## config.mk

```make
export PLATFORM = sky130hd
export DESIGN_NAME = calendar_time_counter
export DESIGN_NICKNAME = d
export VERILOG_FILES = /design/src/rtl/core/ctc_pkg.sv /design/src/rtl/core/ctc_in_stage.sv /design/src/rtl/core/ctc_next_time.sv /design/src/rtl/core/calendar_time_counter.sv
export SDC_FILE = /design/constraint.sdc
export NUM_CORES = 1
export LEC_CHECK = 0
export ABC_AREA = 1
export BUFFER_PORTS_ARGS = -buffer_cell sky130_fd_sc_hd__buf_2
export CORE_UTILIZATION = 59
export CTS_CLUSTER_DIAMETER = 120
export DETAILED_ROUTE_END_ITERATION = 16
export GPL_TIMING_DRIVEN = 0
export HOLD_SLACK_MARGIN = 0.05
export PLACE_DENSITY = 0.95
export SYNTH_ARGS = -nofsm -noshare
export SYNTH_HDL_FRONTEND = slang
export SYNTH_SLANG_ARGS = --single-unit
export TNS_END_PERCENT = 20
```

## constraint.sdc

```tcl
create_clock -name clk_i -period 8.22 [get_ports clk_i]
set_input_delay 0.822 -clock clk_i [delete_from_list [all_inputs] [get_ports clk_i]]
set_output_delay 0.822 -clock clk_i [all_outputs]
set_load 0.1 [all_outputs]
```

## src/rtl/core/ctc_pkg.sv

```systemverilog
package ctc_pkg;

  // Item kind carried by the mode field
  typedef enum logic {
    MODE_TICK = 1'b0,
    MODE_LOAD = 1'b1
  } mode_e;

  typedef struct packed {
    logic [5:0] second;
    logic [5:0] minute;
    logic [4:0] hour;
    logic [4:0] day;
    logic [3:0] month;
    logic [6:0] year;
  } cal_time_t;

  typedef struct packed {
    mode_e     mode;
    cal_time_t load;
  } cal_item_t;

  // Rollover limits; each compare runs one bit wider than its counter
  localparam logic [6:0] SEC_LIMIT   = 7'd60;
  localparam logic [6:0] MIN_LIMIT   = 7'd60;
  localparam logic [5:0] HOUR_LIMIT  = 6'd24;
  localparam logic [4:0] MONTH_LAST  = 5'd12;
  localparam logic [7:0] YEAR_LIMIT  = 8'd99;
  localparam logic [3:0] MONTH_FEB   = 4'd2;
  localparam logic [4:0] DAY_FIRST   = 5'd1;
  localparam logic [3:0] MONTH_FIRST = 4'd1;

  // Days per month, indexed by the raw 4-bit month; unused codes give 31
  localparam logic [4:0] DAYS_IN_MONTH [16] = '{
    5'd31, 5'd31, 5'd28, 5'd31, 5'd30, 5'd31, 5'd30, 5'd31,
    5'd31, 5'd30, 5'd31, 5'd30, 5'd31, 5'd31, 5'd31, 5'd31
  };

  localparam cal_time_t TIME_RESET = '{
    second: 6'd0, minute: 6'd0, hour: 5'd0,
    day: 5'd1, month: 4'd1, year: 7'd0
  };

endpackage

```

## src/rtl/core/ctc_in_stage.sv

```systemverilog
module ctc_in_stage
  import ctc_pkg::*;
(
  input  logic      clk_i,
  input  logic      rst_ni,
  input  logic      in_valid_i,
  input  cal_item_t item_i,
  input  logic      advance_i,
  output logic      stall_o,
  output logic      valid_o,
  output cal_item_t item_o
);

  logic      valid_q, valid_d;
  cal_item_t item_q;

  // Hold while the captured word cannot move on
  assign stall_o = valid_q && !advance_i;
  assign valid_d = stall_o ? valid_q : in_valid_i;

  always_ff @(posedge clk_i or negedge rst_ni) begin
    if (!rst_ni) begin
      valid_q <= 1'b0;
    end else begin
      valid_q <= valid_d;
    end
  end

  always_ff @(posedge clk_i) begin
    if (in_valid_i && !stall_o) begin
      item_q <= item_i;
    end
  end

  assign valid_o = valid_q;
  assign item_o  = item_q;

endmodule

```

## src/rtl/core/ctc_next_time.sv

```systemverilog
module ctc_next_time
  import ctc_pkg::*;
(
  input  cal_time_t cur_i,
  input  cal_item_t item_i,
  output cal_time_t nxt_o
);

  logic [6:0] sec_inc;
  logic [6:0] min_inc;
  logic [5:0] hour_inc;
  logic [5:0] day_inc;
  logic [5:0] day_limit;
  logic [4:0] month_inc;
  logic [7:0] year_inc;
  logic       leap_feb;
  logic       sec_wrap, min_wrap, hour_wrap, day_wrap, month_wrap, year_wrap;
  cal_time_t  tick;

  always_comb begin
    sec_inc   = {1'b0, cur_i.second} + 7'd1;
    min_inc   = {1'b0, cur_i.minute} + 7'd1;
    hour_inc  = {1'b0, cur_i.hour} + 6'd1;
    day_inc   = {1'b0, cur_i.day} + 6'd1;
    month_inc = {1'b0, cur_i.month} + 5'd1;
    year_inc  = {1'b0, cur_i.year} + 8'd1;

    leap_feb  = (cur_i.month == MONTH_FEB) && (cur_i.year[1:0] == 2'b00);
    day_limit = {1'b0, DAYS_IN_MONTH[cur_i.month]} + {5'd0, leap_feb};

    sec_wrap   = sec_inc >= SEC_LIMIT;
    min_wrap   = sec_wrap && (min_inc >= MIN_LIMIT);
    hour_wrap  = min_wrap && (hour_inc >= HOUR_LIMIT);
    day_wrap   = hour_wrap && (day_inc > day_limit);
    month_wrap = day_wrap && (month_inc > MONTH_LAST);
    year_wrap  = month_wrap && (year_inc > YEAR_LIMIT);

    tick = cur_i;
    tick.second = sec_wrap ? 6'd0 : sec_inc[5:0];
    if (sec_wrap) begin
      tick.minute = min_wrap ? 6'd0 : min_inc[5:0];
    end
    if (min_wrap) begin
      tick.hour = hour_wrap ? 5'd0 : hour_inc[4:0];
    end
    if (hour_wrap) begin
      tick.day = day_wrap ? DAY_FIRST : day_inc[4:0];
    end
    if (day_wrap) begin
      tick.month = month_wrap ? MONTH_FIRST : month_inc[3:0];
    end
    if (month_wrap) begin
      tick.year = year_wrap ? 7'd0 : year_inc[6:0];
    end

    case (item_i.mode)
      MODE_LOAD: nxt_o = item_i.load;
      MODE_TICK: nxt_o = tick;
      default:   nxt_o = tick;
    endcase
  end

endmodule

```

## src/rtl/core/calendar_time_counter.sv

```systemverilog
// Calendar time counter with a two-digit year.
// Input channel (in_valid_i / in_stall_o): a word is taken when valid is
// high and stall is low. mode_i = tick advances the kept time by one second
// with carries through minute, hour, day, month and year; mode_i = load
// replaces all six fields with the load_* values, stored without checks.
// Output channel (out_valid_o / out_stall_i): one word per input word, the
// full time after that word, in input order.
// Path: the input register takes the word; the time register, which doubles
// as the result register, takes the next time once the result slot is free.
// Throughput: one word per clock while out_stall_i is low; the whole carry
// chain is one short block of small increments and compares between those
// two registers.
// Reset: output empty, input stage empty, time set to 00:00:00, day 1,
// month 1, year 0.
// When the receiver stalls, the result holds, one more word waits in the
// input register, and in_stall_o rises only once that register is full.
module calendar_time_counter
  import ctc_pkg::*;
(
  input  logic       clk_i,
  input  logic       rst_ni,
  input  logic       in_valid_i,
  output logic       in_stall_o,
  input  logic       mode_i,
  input  logic [5:0] load_second_i,
  input  logic [5:0] load_minute_i,
  input  logic [4:0] load_hour_i,
  input  logic [4:0] load_day_i,
  input  logic [3:0] load_month_i,
  input  logic [6:0] load_year_i,
  output logic       out_valid_o,
  input  logic       out_stall_i,
  output logic [5:0] second_o,
  output logic [5:0] minute_o,
  output logic [4:0] hour_o,
  output logic [4:0] day_o,
  output logic [3:0] month_o,
  output logic [6:0] year_o
);

  cal_item_t in_item;
  cal_item_t item_q;
  logic      item_valid;
  logic      advance;
  logic      out_valid_q, out_valid_d;
  cal_time_t time_q, time_d;

  // Pack the input word
  always_comb begin
    in_item.mode        = mode_e'(mode_i);
    in_item.load.second = load_second_i;
    in_item.load.minute = load_minute_i;
    in_item.load.hour   = load_hour_i;
    in_item.load.day    = load_day_i;
    in_item.load.month  = load_month_i;
    in_item.load.year   = load_year_i;
  end

  ctc_in_stage u_in_stage (
    .clk_i      (clk_i),
    .rst_ni     (rst_ni),
    .in_valid_i (in_valid_i),
    .item_i     (in_item),
    .advance_i  (advance),
    .stall_o    (in_stall_o),
    .valid_o    (item_valid),
    .item_o     (item_q)
  );

  // Move the held word into the time register when the result slot frees up
  assign advance = item_valid && (!out_valid_q || !out_stall_i);

  ctc_next_time u_next_time (
    .cur_i  (time_q),
    .item_i (item_q),
    .nxt_o  (time_d)
  );

  always_comb begin
    out_valid_d = out_valid_q;
    if (advance) begin
      out_valid_d = 1'b1;
    end else if (!out_stall_i) begin
      out_valid_d = 1'b0;
    end
  end

  always_ff @(posedge clk_i or negedge rst_ni) begin
    if (!rst_ni) begin
      out_valid_q <= 1'b0;
      time_q      <= TIME_RESET;
    end else begin
      out_valid_q <= out_valid_d;
      if (advance) begin
        time_q <= time_d;
      end
    end
  end

  // The time register is the result register
  assign out_valid_o = out_valid_q;
  assign second_o    = time_q.second;
  assign minute_o    = time_q.minute;
  assign hour_o      = time_q.hour;
  assign day_o       = time_q.day;
  assign month_o     = time_q.month;
  assign year_o      = time_q.year;

  // Time only changes when a word moves into the result slot
  a_time_hold: assert property (@(posedge clk_i) disable iff (!rst_ni)
    !advance |=> $stable(time_q))
    else $error("time changed without an advancing word");

  // A load lands exactly as given
  a_load_exact: assert property (@(posedge clk_i) disable iff (!rst_ni)
    (advance && item_q.mode == MODE_LOAD) |=> (time_q == $past(item_q.load)))
    else $error("loaded time does not match the load word");

  // A tick with no seconds carry bumps the seconds and keeps minute and day
  a_tick_plain: assert property (@(posedge clk_i) disable iff (!rst_ni)
    (advance && item_q.mode == MODE_TICK && time_q.second < 6'd59) |=>
    (time_q.second == $past(time_q.second) + 6'd1 &&
     time_q.minute == $past(time_q.minute) && time_q.day == $past(time_q.day)))
    else $error("tick without carry changed more than the seconds");

  // An input stall only ever covers a full input register behind a full output
  a_stall_cause: assert property (@(posedge clk_i) disable iff (!rst_ni)
    in_stall_o |-> (item_valid && out_valid_q && out_stall_i))
    else $error("input stalled with room to move");

endmodule

```

==> results.cfg <==
[status]
outcome = finished clean

[logic_synthesis]
synth_top_area_share = 0.2798
synth-seq-cells = 69
syn_avg_cell_area_um2 = 8.856
syn-cell-area_um2 = 3648
synth_cell_types = 33
yosysWarnings = 0
netlist_instances = 412
synth_top_area_cell = edfxtp_1
synthesis.nets = 466
ys_top_cells_by_area = edfxtp_1, dfrtp_1, nand2_1, ha_1, nand3_1
yosysSeqAreaShare = 0.5206

[critical_path]
cpPeakStageDelay_ns = 0.61
cp_slowest_cell = dfstp_2
critPathKind = flop to flop
cp_data_arrival_time_ns = 3.33
crit_family = simple AND/OR/NAND/NOR gates
cp-end-kind = flop
critPathLaunchType = flop
path_max_fanout = 8
required_ns = 8.46
critPathBufInv = 3
cp_cell_sequence = inv_1 -> ha_1 -> o221ai_1 -> ha_1 -> ha_1 -> inv_1 -> ha_1 -> nand2_1 -> nor2_1 -> nand2_1 -> nor2_1 -> nor2_4 -> nand3_2 -> nand2_2 -> nand2_4 -> clkinv_4 -> nand2_1 -> nand2_1

[timing]
fin_worst_skew_ns = 0.009408
slew_viol_final = 0
max_freq_mhz = 322.8
setup-violations-final = 0
finalSetupTns_ns = 0
period_minus_slack_ns = 3.098
period_share = 0.3769
slew_headroom = 0.4456
tightest_slew_ns = 0.8317
rsz0062_at_grt = false
hold_viol = 0

[clock_network]
htreeDepth = 3
cts_resized = 0
post_cts_buffers = 0
cts_buffers = 9
postCtsHoldBufs = 0
clk-insertion-delay-late_ns = 0.35
cts-root-buf = clkbuf_8
ctsLongestPathBuffers = 2
cts_tree = done
cts.sinks = 69
path_clk_slew_ns = 0.07

[job]
max-cap-violations = 0

[routing]
ant_nets = 0
via_count = 3180
route.detailed.drc = 0
wirelength_um = 8422
wl_per_cell_um = 14.62
vias_per_cell = 5.521
drt_iter0_drc = 256
firstDrtPassIters = 5

[global_routing]
antenna_found_initial = 0
grt_usage = 0.2754
met2_usage = 0.4492
met3_usage = 0.07386
grt_overflow_total = 0
grt_busiest_layer = met2
grt_max_degree = 36
global_route.usage.met1 = 0.3412
grt_pass1_vias = 3023
grt_pass1_wl_um = 13300

[final_layout]
layout-drive-gt1-share = 0.2196
antenna_cells = 0
area_delta_synth_final_pct = 18.59
final_common_cell = nand2_1
nets = 550
fillers = 422
final-seq-area_um2 = 1899
multiInputGateArea_um2 = 1535
final_cell_mix = nand2_1, buf_2, inv_1

[placement]
port-buffer-count = 72
gp_congestion = 0.8339
hpwl_um = 5855

[min_path]
hp-class = flop to flop

[floorplanning]
fp-row-count = 28
die-area_um2 = 6502
ios = 73
die_x_um = 80.64
dieHeight_um = 80.64
start_util = 0.6126
core_area_um2 = 5956
per-layer routing:
layer | share of wire | vias up
met4 | 0.023 | 0
met2 | 0.49 | 127
met3 | 0.059 | 27
met5 | 0 | -
li1 | - | 1540
met1 | 0.43 | 1486
tightest hold or removal path, stage by stage, from the launching register on:
cell,delay (ns)
dfrtp_1,0.35
inv_1,0.06
nand2_1,0.06
registers in the layout, summed over array words and instances, names as in the netlist:
| signal | cells |
|---|---|
| u_in_stage.valid_o | 1 |
| minute_o | 6 |
| out_valid_o | 1 |
| month_o | 4 |
| hour_o | 5 |
| day_o | 5 |
| u_in_stage.item_o | 34 |
| year_o | 7 |
| second_o | 6 |
kinds of logic after synthesis:
kind of cell,synth area share
flops,0.5206
buf+inv,0.05864
simple gates,0.2572
fa+ha+maj,0.05487
xor+xnor,0.02641
compound gates,0.08231
synthesized netlist by cell type:
library cell    n
a21oi_1        30
a21oi_4         1
a22oi_1        11
buf_2           2
clkbuf_1        6
clkinv_4        1
dfrtp_1        33
dfstp_2         2
edfxtp_1       34
ha_1           16
inv_1          41
inv_2           5
nand2_1       115
nand2_2         7
nand2_4         1
nand3_1        39
nand3_2         1
nand3_4         1
nand3b_1        2
nand4_1         9
nand4_2         1
nor2_1         34
nor2_2          1
nor2_4          1
o211ai_1        1
o21a_1          1
o21ai_1         1
o21ai_2         1
o21bai_1        1
o221ai_1        1
o22ai_1         1
xnor2_1         2
xor2_1          9
final timing paths:
path,from,endpoint,slack [ns],cells past startpoint
max in group asynchronous,rst_ni,hour_o[0]$_DFFE_PN0P_,7.13,1
max reg2reg,month_o[0]$_DFFE_PN1P_,year_o[5]$_DFFE_PN0P_,5.12,18
min in group asynchronous,rst_ni,minute_o[4]$_DFFE_PN0P_,0.57,1
max,month_o[0]$_DFFE_PN1P_,year_o[5]$_DFFE_PN0P_,5.12,18
min reg2reg,u_in_stage.valid_o$_DFFE_PN0N_,out_valid_o$_DFFE_PN0P_,0.49,2
min,u_in_stage.valid_o$_DFFE_PN0N_,out_valid_o$_DFFE_PN0P_,0.49,2
stage by stage:
step / util / instances / instance area [um^2] / setup slack (ns) / hold WS [ns]
2_1_floorplan: - / 412 / 3649 / 4.713 / 0.4477
3_3_place_gp: 0.6889 / 559 / 4103 / 5.264 / 0.4575
3_5_place_dp: 0.6889 / 559 / 4103 / 5.183 / 0.4707
4_1_cts: 0.7218 / 575 / 4299 / 5.140 / 0.4862
5_1_grt: 0.7265 / 576 / 4327 / 4.884 / 0.5280
6_report: 0.7265 / 576 / 4327 / 5.122 / 0.4918
area by class of cell:
cell class | count | share of cell area
Clock inverter | 1 | 0.006940
Timing Repair Buffer | 73 | 0.08965
Inverter | 47 | 0.04193
Clock buffer | 15 | 0.03846
Buffer | 8 | 0.007519
Tap cell | 75 | 0.02169
Sequential cell | 69 | 0.4390
Multi-Input combinational cell | 288 | 0.3548
Power is not shown: default switching activity piles up to over one toggle a cycle in this logic, so the estimate is an artifact.
